### config.mk
export PLATFORM = sky130hd
export DESIGN_NAME = jsu_ctrl
export DESIGN_NICKNAME = d
export VERILOG_FILES = /design/src/rtl/core/jsu_pkg.sv /design/src/rtl/core/jsu_ctrl.sv
export SDC_FILE = /design/constraint.sdc
export NUM_CORES = 1
export LEC_CHECK = 0
export ABC_CLOCK_PERIOD_IN_PS = 1600
export BUFFER_PORTS_ARGS = -buffer_cell sky130_fd_sc_hd__buf_2
export CORE_ASPECT_RATIO = 2
export CORE_MARGIN = 5
export CORE_UTILIZATION = 25
export CTS_CLUSTER_SIZE = 30
export DETAILED_ROUTE_END_ITERATION = 6
export PLACE_DENSITY = 0.56
export SYNTH_ARGS = -nofsm -noshare
export SYNTH_HDL_FRONTEND = slang
export SYNTH_SLANG_ARGS = --single-unit
export TNS_END_PERCENT = 100
### constraint.sdc
create_clock -name clk -period 1.6 [get_ports clk]
set_clock_uncertainty 0.15 [all_clocks]
set_input_delay 0.16 -clock clk [delete_from_list [all_inputs] [get_ports clk]]
set_output_delay 0.16 -clock clk [all_outputs]
set_load 0.005 [all_outputs]
### src/rtl/core/jsu_pkg.sv
`default_nettype none
package jsu_pkg;
  localparam int LIMB_COUNT_DEF = 8;
  localparam int LIMB_BITS_DEF  = 32;
  localparam int FIELD_BITS     = 32;

  // Kronecker factor (2/n) for n mod 8, as two's complement 2-bit value
  function automatic logic [1:0] two_factor(input logic [2:0] r);
    logic [1:0] f;
    unique case (r)
      3'd1, 3'd7: f = 2'b01;
      3'd3, 3'd5: f = 2'b11;
      default:    f = 2'b00;
    endcase
    return f;
  endfunction

  function automatic logic [1:0] sign_mul(input logic [1:0] x, input logic [1:0] y);
    logic [1:0] p;
    if (x == 2'b00 || y == 2'b00) p = 2'b00;
    else if (x == y)              p = 2'b01;
    else                          p = 2'b11;
    return p;
  endfunction

  typedef struct packed {
    logic load;      // capture operands
    logic half_a;
    logic half_b;
    logic swap;
    logic sub;
  } jsu_cmd_t;

  typedef struct packed {
    logic a_zero;
    logic a_one;
    logic b_zero;
    logic b_one;
    logic a_even;
    logic b_even;
    logic a_lt_b;
    logic [2:0] a_low;
    logic [2:0] b_low;
  } jsu_stat_t;
endpackage
`default_nettype wire

### src/rtl/core/jsu_ctrl.sv
`default_nettype none
module jsu_ctrl (
  input  wire logic               clk,
  input  wire logic               rst_n,
  input  wire logic               start,
  input  wire jsu_pkg::jsu_stat_t stat,
  input  wire logic               out_taken,
  output jsu_pkg::jsu_cmd_t       cmd,
  output logic                    busy,
  output logic                    done_r,
  output logic [1:0]              sym_r
);
  typedef enum logic [2:0] {S_IDLE, S_LOAD, S_CHECK, S_STRIPB, S_LOOP, S_STRIPA, S_SWAP, S_DONE}
    state_t;
  state_t state_r;
  logic [1:0] k_r;
  logic       v_r;

  assign busy = (state_r != S_IDLE);

  always_comb begin
    cmd = '0;
    unique case (state_r)
      S_LOAD:   cmd.load = 1'b1;
      S_STRIPB: cmd.half_b = stat.b_even;
      S_STRIPA: cmd.half_a = stat.a_even;
      S_SWAP:   begin
        cmd.swap = stat.a_lt_b;
        cmd.sub  = ~stat.a_lt_b;
      end
      default:  cmd = '0;
    endcase
  end

  always_ff @(posedge clk) begin
    if (!rst_n) begin
      state_r <= S_IDLE;
      done_r  <= 1'b0;
      sym_r   <= 2'b00;
      k_r     <= 2'b01;
      v_r     <= 1'b0;
    end else begin
      unique case (state_r)
        // start moves to S_LOAD, so the final limb is already in the stores when S_LOAD loads
        S_IDLE: if (start) state_r <= S_LOAD;
        S_LOAD: state_r <= S_CHECK;
        S_CHECK: begin
          v_r <= 1'b0;
          if (stat.b_zero) begin
            sym_r <= stat.a_one ? 2'b01 : 2'b00;
            state_r <= S_DONE;
          end else if (stat.a_even && stat.b_even) begin
            sym_r <= 2'b00;
            state_r <= S_DONE;
          end else state_r <= S_STRIPB;
        end
        S_STRIPB: if (stat.b_even) v_r <= ~v_r;
          else begin
            k_r <= v_r ? jsu_pkg::two_factor(stat.a_low) : 2'b01;
            state_r <= S_LOOP;
          end
        S_LOOP: begin
          v_r <= 1'b0;
          if (stat.a_zero) begin
            sym_r <= stat.b_one ? k_r : 2'b00;
            state_r <= S_DONE;
          end else state_r <= S_STRIPA;
        end
        S_STRIPA: if (stat.a_even) v_r <= ~v_r;
          else begin
            if (v_r) k_r <= jsu_pkg::sign_mul(k_r, jsu_pkg::two_factor(stat.b_low));
            state_r <= S_SWAP;
          end
        S_SWAP: begin
          // swap gives new a = b - a and new b = a: flip when a and b are both 3 mod 4
          if (stat.a_lt_b && stat.a_low[1] && stat.b_low[1])
            k_r <= jsu_pkg::sign_mul(k_r, 2'b11);
          state_r <= S_LOOP;
        end
        S_DONE: begin
          done_r <= 1'b1;
          if (done_r && out_taken) begin
            done_r  <= 1'b0;
            state_r <= S_IDLE;
          end
        end
        default: state_r <= S_IDLE;
      endcase
    end
  end
endmodule
`default_nettype wire

==> results.toml, run 1 <==
[run]
drv_cap = 0

[sta]
drv_slew = 0
finalHoldViolCount = 0
fmax_mhz = 635.5
grt_setup_unrepaired = "true"
setup_viol = 0
fin_crit_sh_pct = 98.35
worst_slew_pin_slew_ps = 272.1
whs_ps = 38.06
post-route-min-period_ps = 1574
slew-limit-headroom_pct = 81.50

[critical_path]
worst_setup_path_end_kind = "output pin"
cp_top_family = "flip-flops"
cpPeakStageDelay_ps = 360
worstPathBufferInverterCount = 2
cp_max_fo = 13
crit_slowest_cell = "dfxtp_2"
start_kind = "flop"
r2r_slack_ps = 120
path_depth = 3
reg2reg_depth = 5
crit_chain = "buf_4, or3_1, buf_2"
required_ps = 1290
crit_type = "reg2out"
crit_arrival_ps = 1260

[die]
dieArea_um2 = 4289
num_rows = 28
initial_core_util_pct = 25.68
chipWidth_um = 48.88
io_pins = 26
die_y_um = 87.76
placeableCoreArea_um2 = 2943

[synthesis]
ys_ff_latch = 9
syn_area_per_cell_um2 = 7.409
synth.distinct_cells = 36
synth_top_area_cell = "dfxtp_1"
synth_flop_cell = "dfxtp_1"
syn_area_um2 = 755.7
synth_top_cell_area_share_pct = 23.84
yosys-top-cells-count = "nand2_1, dfxtp_1, a21oi_1, nor2_1, o21ai_0"
ys.warnings.count = 0
ys_seq_area_share_pct = 23.84
syn_inst = 102
synthTopCellsByArea = "dfxtp_1, nand2_1, mux2i_1, nor2b_1, a21oi_1"
syn_nets = 120
synth.most_common_cell = "nand2_1"
synth-edff-count = 0
async_flop_share_pct = 0

[drt]
wl_per_cell_um = 13.45
drt-total-wl_mm = 2.273
ant_nets = 0
dr.pass1.iters = 4
drc = 0
drtIter0Drc = 12
detail_route.vias_per_cell = 5.112
vias = 864

[hold_path]
min_path_type = "in2reg"
holdPathStages = 2

[run_status]
outcome = "completed"

[clocking]
cts_root_buffer = "clkbuf_8"
clkSlewWorstSetupHoldPaths_ps = 50
cts_max_path_buffers = 2
clk_latency_ps = 230
cts_sinks = 9
tritoncts = "yes"
htreeDepth = 1
cts_hold_buf = 0
cts_made_buffers = 3

[global_route]
grt_pass1_vias = 928
grt_pass1_wl_mm = 3.953
antenna_found_initial = 0
track_usage_pct = 11.20
grt_max_degree = 14
overflow = 0

[cells_and_area]
synthToLayoutAreaGrowth_pct = 38.24
utilization_pct = 35.50
n_fill_cell = 345
num_antenna_cells = 0
nets = 158
drive_gt1_share_pct = 35.25

[pwr]
ir_worst_vdd_v = 0.0004013
cellLeakagePower_nw = 0.5044
power.density_nw_per_um2 = 944.5

[place]
place.gp.congestion = 0.8040
numPortBuffers = 25
dp_hpwl_mm = 1.899
## logic make-up (layout without fill, tap and decap cells)
group | count (synthesis) | count (layout) | share of synthesized area [%]
buffers and inverters | 10 | 47 | 6.952
AO/OA/AOI/OAI | 25 | 25 | 23.51
flip-flops | 9 | 9 | 23.84
XOR/XNOR | 4 | 4 | 4.637
AND/OR/NAND/NOR | 48 | 48 | 32.28
multiplexers | 5 | 5 | 7.119
adder cells (fa/ha/maj) | 1 | 1 | 1.655
## sequential cells by signal, summed over array words and instances (netlist names)
name,count
k_r,2
sym_r,2
v_r,1
done_r,1
state_r,3
## power breakdown
part / internal [W] / switching (W)
Combinational: 0.000213 / 0.000212
Sequential: 0.000257 / 0.0000434
Clock: 0.000174 / 0.0000883
## final timing paths
path,from,end
setup / recovery,state_r[1],busy
hold / removal,rst_n,k_r[0]
setup reg to reg,state_r[1],k_r[0]
hold reg to reg,sym_r[0],sym_r[0]
## layout by cell type, fill, tap and decap left out, types with 2 or more instances in the layout
cell      instances
nand2b_1          4
a21o_1            2
nand2_1          15
a21oi_1           6
nor2b_1           5
nand3_1           5
nor3_1            5
inv_1             4
buf_4            14
xor2_1            2
xnor2_1           2
nand3b_1          2
nor2_1            6
mux2i_1           4
buf_2            25
dfxtp_1           5
o211a_1           2
a31oi_1           2
o21ai_0           6
clkbuf_8          3
dfxtp_2           3
## metal layers
layer  vias to the layer above  routed length (um)  GRT usage, %
li1                        434                   -             -
met1                       406                 822         9.969
met2                        18                1298         22.38
met3                         6                  83         2.215
met4                         0                  70         6.373
met5                         -                   0             0
## timing repair
| item | CTS | global route |
|---|---|---|
| resized for setup | 3 | 3 |
| buffers inserted | 0 | 0 |
| setup endpoints to repair | 6 | 3 |
## area by class of cell
type / instances / area [um^2] / area share, %
well taps: 30 / 37.54 / 3.593
inverters: 4 / 15.01 / 1.437
clock buffers: 4 / 45.04 / 4.311
flip-flops and latches: 9 / 187.7 / 17.96
multi-input cells: 83 / 529.3 / 50.66
repair buffers: 39 / 230.2 / 22.04
## through the flow
step                      cells  cell area (um^2)  setup WS [ps]  TNS, ps   power, W
after floorplan             102             755.7          167.2        0  0.0005534
after global placement      165             985.9          14.29        0  0.0007066
after detailed placement    165             985.9         -28.59   -54.31  0.0007163
after CTS                   169              1035          21.81        0  0.0009910
after global routing        169              1045         -12.16   -24.30   0.001056
final                       169              1045          26.45        0  0.0009867
(Power assumes the default switching activity.)
==> run 2, diff against run 1 <==
--- a/config.mk
+++ b/config.mk
@@ -5,14 +5,16 @@
 export SDC_FILE = /design/constraint.sdc
 export NUM_CORES = 1
 export LEC_CHECK = 0
-export ABC_CLOCK_PERIOD_IN_PS = 1600
+export ABC_CLOCK_PERIOD_IN_PS = 1340
 export BUFFER_PORTS_ARGS = -buffer_cell sky130_fd_sc_hd__buf_2
+export CAP_MARGIN = 20
 export CORE_ASPECT_RATIO = 2
 export CORE_MARGIN = 5
 export CORE_UTILIZATION = 25
 export CTS_CLUSTER_SIZE = 30
 export DETAILED_ROUTE_END_ITERATION = 6
-export PLACE_DENSITY = 0.56
+export GPL_TIMING_DRIVEN = 0
+export PLACE_DENSITY = 0.57
 export SYNTH_ARGS = -nofsm -noshare
 export SYNTH_HDL_FRONTEND = slang
 export SYNTH_SLANG_ARGS = --single-unit
==> constraint.sdc (replaced) <==
create_clock -name clk -period 1.34 [get_ports clk]
set_clock_uncertainty 0.15 [all_clocks]
set_input_delay 0.134 -clock clk [delete_from_list [all_inputs] [get_ports clk]]
set_output_delay 0.134 -clock clk [all_outputs]
set_load 0.005 [all_outputs]
==> run 2 against run 1 <==
The flow now finishes with violations (negative setup slack). Die area unchanged. Critical path type unchanged. First-iteration DRC count stayed put. Cell count rose by 3.6%. Non-clock buffer count grew 6. Setup slack lost 270 ps. Clock power rose by 18%. Routed wire length is 10% higher. Global-route usage up 0.99 points. Register-to-register slack got worse by 330 ps. Core utilization increased by 6.2 points. Cell area up 17%.
==> results.toml, run 2 (same netlist as run 1, synthesis figures left out) <==
[critical_path]
crit_type = "reg2out"
crit_slowest_cell = "or3_1"
cp_top_family = "buffers and inverters"
worst_setup_path_end_kind = "output pin"
worstPathBufferInverterCount = 3
required_ps = 1060
crit_chain = "buf_6, buf_8, or3_1, buf_2"
cp_max_fo = 5
crit_arrival_ps = 1300
cpPeakStageDelay_ps = 360
start_kind = "flop"

[drt]
wl_per_cell_um = 14.32
dr.pass1.iters = 4
ant_nets = 0
detail_route.vias_per_cell = 5.080
drt-total-wl_mm = 2.506
vias = 889
drtIter0Drc = 12
drc = 0

[clocking]
htreeDepth = 1
clkSlewWorstSetupHoldPaths_ps = 40
cts_sinks = 9
cts_max_path_buffers = 2
clk_latency_ps = 230
cts_hold_buf = 0
tritoncts = "yes"
cts_made_buffers = 3
cts_root_buffer = "clkbuf_8"

[global_route]
overflow = 0
antenna_found_initial = 0
grt_pass1_wl_mm = 4.084
track_usage_pct = 12.19
grt_pass1_vias = 958
grt_max_degree = 11

[die]
num_rows = 28
die_y_um = 87.76
chipWidth_um = 48.88
dieArea_um2 = 4289
initial_core_util_pct = 25.68
io_pins = 26
placeableCoreArea_um2 = 2943

[sta]
post-route-min-period_ps = 1581
setup_slack_ps = -240.6
fin_crit_sh_pct = 118.0
worst_slew_pin_slew_ps = 240.2
drv_slew = 0
setup_viol = 13
grt_setup_unrepaired = "true"
fin_tns_setup_ps = -1263
finalHoldViolCount = 0
fmax_mhz = 632.7
slew-limit-headroom_pct = 83.98

[cells_and_area]
synthToLayoutAreaGrowth_pct = 62.25
largest-register = "state_r"
drive_gt1_share_pct = 48.28
num_antenna_cells = 0
n_fill_cell = 308
utilization_pct = 41.67
top_regs = "state_r (3), k_r (2), sym_r (2)"
nets = 164
final_cell_mix = "buf_2, nand2_1, buf_4, a21oi_1, dfxtp_1"
layout_commonest_cell = "buf_2"
largest_reg_flops = 3

[hold_path]
min_path_type = "in2reg"

[place]
numPortBuffers = 25
dp_hpwl_mm = 1.775
place.gp.congestion = 0.7616

[run_status]
outcome = "finished with violations"
violations = "negative setup slack"

[pwr]
ir_worst_vdd_v = 0.0007119
finalPower_w = 0.001434
power.density_nw_per_um2 = 1170
cellLeakagePower_nw = 0.5700

[run]
drv_cap = 0
[run 2: worst paths after layout]
path         startpoint  cells past startpoint       end  slack [ps]
max          state_r[2]                      4      busy        -240
min               rst_n                      2    k_r[0]          10
max reg2reg  state_r[1]                      6    k_r[0]        -210
min reg2reg    sym_r[0]                      1  sym_r[0]         340
[run 2: per-stage QoR]
stage / cells / setup WS (ps) / hold slack [ps] / instance area [um^2]
2_1_floorplan: 102 / -33.84 / 45.94 / 760.7
3_3_place_gp: 157 / -246.6 / 250.8 / 923.4
3_5_place_dp: 157 / -232.9 / 242.5 / 923.4
4_1_cts: 174 / -248.8 / 8.139 / 1184
5_1_grt: 175 / -277.9 / 17.63 / 1226
6_report: 175 / -240.6 / 10.41 / 1226
[run 2: cell type report]
class | instances | area, um^2 | area share, %
Inverter | 4 | 15.01 | 1.224
Timing Repair Buffer | 39 | 261.5 | 21.33
Tap cell | 30 | 37.54 | 3.061
Clock buffer | 4 | 45.04 | 3.673
Sequential cell | 9 | 187.7 | 15.31
Buffer | 6 | 71.32 | 5.816
Multi-Input combinational cell | 83 | 608.1 | 49.59
[run 2: per-layer routing]
| metal | track usage (%) | part of all wire [%] | vias up |
|---|---|---|---|
| li1 | - | - | 446 |
| met1 | 10.22 | 34 | 423 |
| met2 | 25.24 | 59 | 14 |
| met3 | 1.363 | 2.0 | 6 |
| met4 | 8.088 | 4.6 | 0 |
| met5 | 0 | 0 | - |
[run 2: report_power, final]
part	internal, W	switching, W
combinational	0.000412	0.000377
clock	0.000207	0.000103
sequential	0.000307	0.0000279
[run 2: timing repair]
item,4_1_cts,5_1_grt
pin swaps,14,3
endpoints found under the hold margin,0,0
setup endpoints to repair,14,15
setup buffers,13,1
gates resized for setup,35,7
==> run 3, diff against run 2 <==
--- a/config.mk
+++ b/config.mk
@@ -5,7 +5,7 @@
 export SDC_FILE = /design/constraint.sdc
 export NUM_CORES = 1
 export LEC_CHECK = 0
-export ABC_CLOCK_PERIOD_IN_PS = 1340
+export ABC_CLOCK_PERIOD_IN_PS = 1850
 export BUFFER_PORTS_ARGS = -buffer_cell sky130_fd_sc_hd__buf_2
 export CAP_MARGIN = 20
 export CORE_ASPECT_RATIO = 2
@@ -14,7 +14,7 @@
 export CTS_CLUSTER_SIZE = 30
 export DETAILED_ROUTE_END_ITERATION = 6
 export GPL_TIMING_DRIVEN = 0
-export PLACE_DENSITY = 0.57
+export PLACE_DENSITY = 0.56
 export SYNTH_ARGS = -nofsm -noshare
 export SYNTH_HDL_FRONTEND = slang
 export SYNTH_SLANG_ARGS = --single-unit
==> constraint.sdc (replaced) <==
create_clock -name clk -period 1.85 [get_ports clk]
set_clock_uncertainty 0.15 [all_clocks]
set_input_delay 0.185 -clock clk [delete_from_list [all_inputs] [get_ports clk]]
set_output_delay 0.185 -clock clk [all_outputs]
set_load 0.005 [all_outputs]
==> run 3 against run 2 <==
Non-clock buffer count shrank 15. Hold slack gained 55 ps. Largest cell class unchanged. Critical endpoint unchanged. The flow now finishes without violations. Critical path type unchanged. Die area is the same. Combinational power shrank 58%.
==> results.toml, run 3 (same netlist as run 1, synthesis figures left out) <==
[clocking]
postCtsResizedCells = 0
cts_root_buffer = "clkbuf_8"
cts_made_buffers = 3
tritoncts = "yes"
clkSlewWorstSetupHoldPaths_ps = 50
cts_max_path_buffers = 2
cts_sinks = 9
clk_latency_ps = 240
htreeDepth = 1

[place]
dp_hpwl_mm = 1.929
place_area_um2 = 918.4
pre_cts_slack_ps = 245.6
numPortBuffers = 25
placed_cells = 157
place.gp.congestion = 0.8037

[sta]
fin_tns_setup_ps = 0
fmax_mhz = 581.7
setup_viol = 0
grt_setup_unrepaired = "false"
drv_slew = 0
finalHoldViolCount = 0
fin_crit_sh_pct = 92.93
post-route-min-period_ps = 1719
worst_slew_pin_slew_ps = 391.7
whs_ps = 65.77
slew-limit-headroom_pct = 73.89
setup_slack_ps = 130.8

[cells_and_area]
n_fill_cell = 337
final_cell_mix = "buf_2, nand2_1, dfxtp_1"
drive_gt1_share_pct = 26.15
fin_area_um2 = 958.4
layout_commonest_cell = "buf_2"
nets = 149
stdcell_count = 160
top_regs = "state_r (3), k_r (2), sym_r (2)"
synthToLayoutAreaGrowth_pct = 26.82
largest-register = "state_r"
num_antenna_cells = 0
largest_reg_flops = 3

[drt]
drt-total-wl_mm = 2.360
drc = 0
wl_per_cell_um = 14.75
dr.pass1.iters = 4
detail_route.vias_per_cell = 5.300
drtIter0Drc = 18
ant_nets = 0
vias = 848

[die]
placeableCoreArea_um2 = 2943
io_pins = 26
num_rows = 28
dieArea_um2 = 4289
chipWidth_um = 48.88
die_y_um = 87.76
initial_core_util_pct = 25.68

[run_status]
outcome = "completed"

[hold_path]
min_path_type = "in2reg"

[critical_path]
worst_setup_path_end_kind = "output pin"
crit_arrival_ps = 1380
start_kind = "flop"
required_ps = 1510
crit_type = "reg2out"
cp_max_fo = 10
r2r_slack_ps = 230

[global_route]
grt_max_degree = 11
grt_pass1_vias = 915
antenna_found_initial = 0
track_usage_pct = 11.62
overflow = 0
grt_pass1_wl_mm = 3.953

[pwr]
ir_worst_vdd_v = 0.0004339
cellLeakagePower_nw = 0.4514
power.density_nw_per_um2 = 847.0

[run]
drv_cap = 0
run 3: cell count changes in the layout (fill, tap and decap cells not counted), moves of 3 or more:
cell / previous run / this run
nand2_1: 12 / 15
o21ai_0: 3 / 6
buf_4: 10 / 1
dfxtp_2: 3 / 0
buf_6: 4 / 1
buf_8: 4 / 0
dfxtp_1: 5 / 9
nor2_1: 2 / 6
run 3: area by class of cell:
class / count / area [um^2] / area share, %
multi-input combinational: 83 / 523.0 / 54.57
sequential: 9 / 180.2 / 18.80
timing repair buffer: 25 / 125.1 / 13.05
clock buffer: 4 / 45.04 / 4.700
tap: 30 / 37.54 / 3.916
buffer: 5 / 32.53 / 3.394
inverter: 4 / 15.01 / 1.567
run 3: repair_timing:
item                                    4_1_cts  5_1_grt
endpoints found under the setup margin        0        2
hold buffers                                  0        0
buffers inserted                              0        0
run 3: final timing paths:
| path | startpoint | endpoint | depth (start not counted) |
|---|---|---|---|
| max reg2reg | state_r[1] | k_r[0] | 5 |
| min | rst_n | k_r[0] | 2 |
| max | state_r[2] | busy | 4 |
| min reg2reg | sym_r[0] | sym_r[0] | 1 |
run 3: per-stage QoR:
stage          total power [W]  util, %
6_report             0.0008118    32.57
5_1_grt              0.0008689    32.57
4_1_cts              0.0008194    32.74
3_5_place_dp         0.0005844    31.21
3_3_place_gp         0.0005769    31.21
2_1_floorplan        0.0004786        -
run 3: metal layers:
layer,track usage [%],vias up,share of wire (%)
met2,22.50,30,57
li1,-,413,-
met3,2.555,9,5.0
met5,0,-,0
met4,8.333,0,2.8
met1,10.08,396,35
run 3: where the power goes:
group / internal (W) / switching (W)
clock: 0.000151 / 0.0000849
sequential: 0.000218 / 0.0000249
combinational: 0.000142 / 0.000191
total: 0.000511 / 0.000301
run 3: critical path, cell delays in order, from the launching register on:
cell and delay, ps:
dfxtp_1 350, buf_6 160, buf_2 190, or3_1 320, buf_2 130
